### config.mk
export PLATFORM = sky130hd
export DESIGN_NAME = vcg_div
export DESIGN_NICKNAME = d
export VERILOG_FILES = /design/src/rtl/core/vcg_pkg.sv /design/src/rtl/core/vcg_div.sv
export SDC_FILE = /design/constraint.sdc
export NUM_CORES = 2
export LEC_CHECK = 0
export BUFFER_PORTS_ARGS = -buffer_cell sky130_fd_sc_hd__buf_4
export CAP_MARGIN = 10
export CORE_ASPECT_RATIO = 0.6
export CORE_MARGIN = 8
export CORE_UTILIZATION = 45
export DETAILED_ROUTE_END_ITERATION = 6
export GPL_ROUTABILITY_DRIVEN = 0
export HOLD_SLACK_MARGIN = 0.12
export PLACE_DENSITY = 0.58
export SLEW_MARGIN = 20
export SYNTH_ARGS = -nofsm -noshare
export SYNTH_HDL_FRONTEND = slang
export SYNTH_SLANG_ARGS = --single-unit
### constraint.sdc
create_clock -name clk -period 8.9 [get_ports clk]
set_input_delay 0.89 -clock clk [delete_from_list [all_inputs] [get_ports clk]]
set_output_delay 0.89 -clock clk [all_outputs]
set_load 0.02 [all_outputs]
### src/rtl/core/vcg_pkg.sv
package vcg_pkg;

	localparam int VALUE_WIDTH = 32;
	localparam int FRAC_BITS   = 16;
	localparam int COEFF_BITS  = 16;

	localparam int LG_BITS = 24;
	localparam int MQ      = 30;

	localparam int SW      = VALUE_WIDTH + 4;
	localparam int AW      = VALUE_WIDTH + 2;
	localparam int EW      = $clog2(AW);
	localparam int LW      = EW + LG_BITS;
	localparam int CW      = COEFF_BITS + 1;
	localparam int CFG_W   = VALUE_WIDTH;
	localparam int LOG_LAT = LG_BITS + 2;
	localparam int DIV_LAT = MQ;

	localparam logic signed [SW-1:0] ONE_Q     = SW'(1) << FRAC_BITS;
	localparam logic signed [SW-1:0] LOG_FLOOR = SW'(((1 << FRAC_BITS) + 50) / 100);
	localparam logic [CW-1:0]        COEFF_ONE = CW'(1) << COEFF_BITS;

	typedef enum logic [1:0] {
		K_MISS,
		K_ZERO,
		K_ONE,
		K_DIV
	} kind_t;

	typedef enum logic [2:0] {
		REG_RANGE_MIN,
		REG_RANGE_MAX,
		REG_LOG_MODE,
		REG_LOW_COLOR,
		REG_HIGH_COLOR,
		REG_MISSING_COLOR
	} reg_idx_t;

	typedef struct packed {
		logic signed [VALUE_WIDTH-1:0] sample_value;
		logic                          available;
	} sample_t;

	typedef struct packed {
		logic [7:0]    red;
		logic [7:0]    green;
		logic [7:0]    blue;
		logic [CW-1:0] coefficient;
		logic          in_range;
	} color_t;

	function automatic logic [63:0] isqrt64(input logic [63:0] n);
		logic [63:0] rem;
		logic [63:0] res;
		logic [63:0] bm;
		rem = n;
		res = '0;
		bm  = 64'd1 << 62;
		for (int i = 0; i < 32; i++) begin
			if (bm > rem) begin
				bm = bm >> 2;
			end
		end
		for (int i = 0; i < 32; i++) begin
			if (bm != 0) begin
				if (rem >= res + bm) begin
					rem = rem - (res + bm);
					res = (res >> 1) + bm;
				end else begin
					res = res >> 1;
				end
				bm = bm >> 2;
			end
		end
		return res;
	endfunction

	function automatic logic [LG_BITS:1][MQ-1:0] gamma_tab();
		logic [LG_BITS:1][MQ-1:0] t;
		logic [63:0]              s;
		s = 64'd1 << (MQ - 1);
		for (int k = 1; k <= LG_BITS; k++) begin
			s    = isqrt64(s << MQ);
			t[k] = s[MQ-1:0];
		end
		return t;
	endfunction

endpackage

### src/rtl/core/vcg_div.sv
module vcg_div (
	input  logic                   clk,
	input  logic                   en,
	input  logic [vcg_pkg::AW-1:0] num,
	input  logic [vcg_pkg::AW-1:0] den,
	output logic [vcg_pkg::MQ-1:0] q
);
	import vcg_pkg::*;

	logic [AW-1:0] r_q [1:MQ];
	logic [AW-1:0] d_q [1:MQ];
	logic [MQ-1:0] q_q [1:MQ];

	for (genvar k = 1; k <= MQ; k++) begin : g_step
		logic [AW-1:0] rp;
		logic [AW-1:0] dp;
		logic [MQ-1:0] qp;
		logic [AW:0]   r2;
		logic          ge;
		if (k == 1) begin : g_first
			assign rp = num;
			assign dp = den;
			assign qp = '0;
		end else begin : g_next
			assign rp = r_q[k-1];
			assign dp = d_q[k-1];
			assign qp = q_q[k-1];
		end
		assign r2 = {rp, 1'b0};
		assign ge = r2 >= {1'b0, dp};
		always_ff @(posedge clk) begin
			if (en) begin
				r_q[k] <= ge ? AW'(r2 - {1'b0, dp}) : AW'(r2);
				d_q[k] <= dp;
				q_q[k] <= {qp[MQ-2:0], ge};
			end
		end
	end

	assign q = q_q[MQ];

endmodule

# After elaboration in Yosys (flattened, before gate mapping)
# Memory sizes are Yosys's and may differ from the RTL's.
# Index checks and enable logic that the tools add are counted.
# W data, S select, Z words.
dict set report totals {
  output_inout_bits 30
  regBits 0
  ramBits 2940
  in_bits 70
  memories 3
  word_cells 95
}
# name depth width rd rd_clocked_by_memory_dff wr line_no
set memory_table {}
lappend memory_table {d_q 30 34 29 0 30 vcg_div.sv:11} ;# logic [AW-1:0] d_q [1:MQ];
lappend memory_table {r_q 30 34 29 0 30 vcg_div.sv:10} ;# logic [AW-1:0] r_q [1:MQ];
lappend memory_table {q_q 30 30 30 0 30 vcg_div.sv:12} ;# logic [MQ-1:0] q_q [1:MQ];
dict set report classes {
  addsub 30
  order_cmp 30
  muxes 32
}
# operator n
set op_table {}
lappend op_table {{$ge A35 B34 Y1} 30}
lappend op_table {{$mux W34} 30}
lappend op_table {{$sub A34 B34 Y34} 30}
lappend op_table {{$mux W1} 2}

# Logic depth before layout (Yosys ltp)
# An unclocked memory read counts as a cell.
dict set report depth {
  ltp_word 3
  depth_mapped 16
  ltp_nobuf 13
}

# Least setup slack after synthesis
# OpenSTA, ideal clock, no wires.
dict set report synth_timing {
  path_type {input-to-reg}
  start {in den[28] (netlist name)}
  end {reg r_q[0][56] (netlist name)}
  arrival_ns 3.707
  setup_slack_ns 4.923
  path_stages 16
  t_required_ns 8.630
  n_path_buf 3
  setup_time_ns 0.270
  cell_sequence {inv_1 ha_1 clkbuf_1 a21o_1 a21oi_1 o21bai_1 a21o_1 a21o_1 a2111o_1 a2111oi_0 or2_2 clkbuf_1 inv_2 clkbuf_1 nor2_1 a21oi_1}
}
# element line_no
set synth_lines {}
lappend synth_lines {{start, declared} vcg_div.sv:5} ;# input logic [vcg_pkg::AW-1:0] den,

==> impl_metrics.csv <==
group,metric,value,unit
setup_path,slowest_delay,1.09,ns
setup_path,start_kind,"flip-flop",
job,max_cap_violations,0,
sta,rsz0062_at_grt,"no",
sta,tns,0,ns
sta,tightest_slew,1.25,ns
detailed_routing,m1WireLength,195000,um
yosys,yosysTopAreaCellShare,53.0,%
yosys,synth-edff-count,2437,
placed_design,io_buffers,99,
grt,grt.overflow.total,0,
floorplanning,die_x,731,um
floorplanning,die_h,445,um
yosys,synth_top_cell_by_area,"edfxtp_1",
hold_path,hold_start,"den[25]",
pwr,power_density,383,mW/mm^2
floorplanning,die-area,0.325,mm^2
layout,post-route-cell-area,0.152,mm^2
clock_tree,cts_hold_buf,26,
setup_path,endpoint_kind,"flip-flop",
floorplanning,rows,157,
detailed_routing,via_per_inst,5.83,
floorplanning,ios,100,
pwr,p_int,0.0348,W
yosys,syn_area_per_cell,11.2,um^2
pwr,clockPowerShare,18.2,%
layout,nFillCells,26900,
status,status,"complete, but fails checks",
sta,holdWs,0.194,ns
yosys,synth_seq_cells,2437,
setup_path,r2r_end,"r_q[0][422]",
detailed_routing,ant_nets,0,
placed_design,post-dp-hpwl,283000,um
detailed_routing,firstDrtPassIters,7,
sta,max_slew_margin,16.1,%
floorplanning,coreArea,0.305,mm^2
grt,grt_pass1_wl,557000,um
yosys,yosysSeqAreaShare,53.0,%
setup_path,cpMostUsedCell,"nor4_1",
setup_path,worstReg2RegStart,"r_q[0][396]",
pwr,leakagePower,61.9,nW
grt,grt_max_degree,180,
clock_tree,cts.sinks,2437,
status,violations,"DRC",
detailed_routing,wl_met2,126000,um
setup_path,worstPathRequired,9.54,ns
pwr,combPwrFrac,47.9,%
sta,finalCriticalPeriod,5.31,ns
sta,fmax,188,MHz
yosys,syn-cell-area,0.138,mm^2
sta,finalHoldViolCount,0,
detailed_routing,via_count,97400,
setup_path,crit_arrival,5.96,ns
clock_tree,h-tree-depth,4,
sta,finalCritPeriodShare,59.7,%
layout,syn2layout_area_growth,10.0,%
layout,drive_gt1_share,8.13,%
pwr,pwr-share-seq,33.9,%
detailed_routing,highest_layer,"met5",
pwr,netSwitchingFraction,40.1,%
clock_tree,clk_path_buf_depth,4,
pwr,power_switching,0.0233,W
detailed_routing,wl_per_cell,22.2,um
sta,slew_violations,0,
hold_path,hold_end,"d_q[0][59]",
grt,grt_antenna_before_repair,21,
setup_path,ff2ff_path_depth,11,
yosys,synth_common_cells,"2,437 x edfxtp_1, 1,265 x inv_1, 1,128 x a21oi_1, 1,019 x ha_1, 794 x nor2_1",
detailed_routing,wl_met3,45300,um
setup_path,cp_max_fo,40,
sta,fin_skew,0.0720,ns
setup_path,critPathKind,"reg2reg",
hold_path,holdPathStages,1,
clock_tree,clk_pin_slew,0.07,ns
yosys,async_flop_share,0,%
yosys,yosys-top-cells-area,"edfxtp_1 53%, ha_1 9.2%, a21oi_1 4.1%, inv_1 3.4%, xnor2_1 3.3%",
clock_tree,numCtsBuffers,247,
yosys,synthDistinctLibCells,86,
yosys,ys_warn_count,0,
clock_tree,clock_latency,0.94,ns
detailed_routing,drt_wl_total,371000,um
placed_design,post_dp_cell_area,0.144,mm^2
yosys,syn_inst,12300,
grt,first_global_vias,89000,
detailed_routing,drt_iter0_drc,12000,
grt,gr-usage-all-layers,22.0,%
sta,setup_viol,0,
setup_path,r2r_slack,3.59,ns
yosys,synthMostInstantiatedCell,"edfxtp_1",
detailed_routing,drc,1,
clock_tree,root_buffer,"clkbuf_16",
clock_tree,cts_tree,"built",
hold_path,hp-class,"in2reg",
yosys,synth-main-ff-cell,"edfxtp_1",
floorplanning,start_util,45.2,%
setup_path,crit_chain,"ha_1 > nand4_1 > nor4_1 > nand3_1 > nor4_1 > a31oi_1 > o21ai_0 > a211oi_1 > a2bb2oi_4 > buf_4 > mux2_2",
clock_tree,cts_resized,0,
layout,final_nets,13600,
setup_path,cp_slowest_cell,"nor4_1",
yosys,syn-num-nets,13400,
pwr,ir_drop,0.195,mV
clock_tree,post_cts_buffers,0,
-- cell usage in the layout (no fill, tap or decap), types with 149 or more instances in the layout --
cell and instances:
clkbuf_16 250, o21ai_0 657, mux2_2 382, xnor2_1 516
xor2_1 314, nand2_1 756, nand4_1 149, inv_1 1265
a21oi_1 1127, nor2_1 794, nand3_1 201, edfxtp_1 2437
ha_1 1019, a21o_1 566
-- metrics by stage --
step                      total power (W)  utilization (%)  setup slack [ns]  std cells
final                              0.0581             49.8              3.59      16700
after global routing               0.0617             49.8              3.51      16700
after CTS                          0.0577             49.8              3.81      16700
after detailed placement           0.0468             47.0              3.84      16200
after global placement             0.0462             47.0              3.83      16200
after floorplan                    0.0389                -              4.92      12300
-- worst max-delay path by stage --
stage / from / to / slack, ns
detailed placement: r_q[0][396] / r_q[0][422] / 3.84
finish: r_q[0][396] / r_q[0][422] / 3.59
global route: r_q[0][396] / r_q[0][422] / 3.51
CTS: r_q[0][396] / r_q[0][422] / 3.81
global placement: r_q[0][396] / r_q[0][422] / 3.83
floorplan: den[28] / r_q[0][56] / 4.92
-- power groups by stage --
stage / registers [W] / clock network, W / logic, W
after floorplan: 0.0184 / 0 / 0.0205
after global placement: 0.0198 / 0 / 0.0264
after detailed placement: 0.0198 / 0 / 0.0270
after CTS: 0.0196 / 0.0109 / 0.0273
after global routing: 0.0199 / 0.0113 / 0.0305
final: 0.0197 / 0.0106 / 0.0279
-- metal layers --
| metal | up-vias | GRT usage, % |
|---|---|---|
| met2 | 4370 | 25.4 |
| li1 | 45500 | - |
| met3 | 416 | 6.91 |
| met1 | 47100 | 38.0 |
| met4 | 10 | 3.63 |
| met5 | - | 0.393 |
-- sequential cells by signal, summed over array words and instances (netlist names) --
signal,flops
d_q,986
r_q,986
q_q,465
-- cell families after synthesis --
logic type / count (synthesis) / synth area share, %
xor gates and xnor gates: 830 / 5.26
adders and majority gates: 1048 / 9.65
DFF: 2437 / 53.0
buffers and inverters: 1553 / 4.25
AOI/OAI and AO/OA: 3304 / 15.0
and+or+nand+nor: 2703 / 9.35
muxes: 430 / 3.49
-- critical path: cells and delay by family, from the launching register on --
kind / cells / cell delay (ns)
AO/OA/AOI/OAI: 4 / 0.84
adder cells (fa/ha/maj): 1 / 0.53
buffers and inverters: 1 / 0.46
flip-flops: 1 / 0.45
multiplexers: 1 / 0.42
AND/OR/NAND/NOR: 4 / 2.34
-- layout make-up --
class / instances / area [um^2] / share of cell area (%)
diodes: 2 / 5.00 / 0.00329
clock buffers: 278 / 6360 / 4.19
clock inverters: 171 / 1690 / 1.11
inverters: 1267 / 4760 / 3.13
multi-input cells: 8315 / 59300 / 39.0
flip-flops and latches: 2437 / 73200 / 48.2
well taps: 4054 / 5070 / 3.34
repair buffers: 181 / 1590 / 1.05
Power figures use the tool's default switching activity.
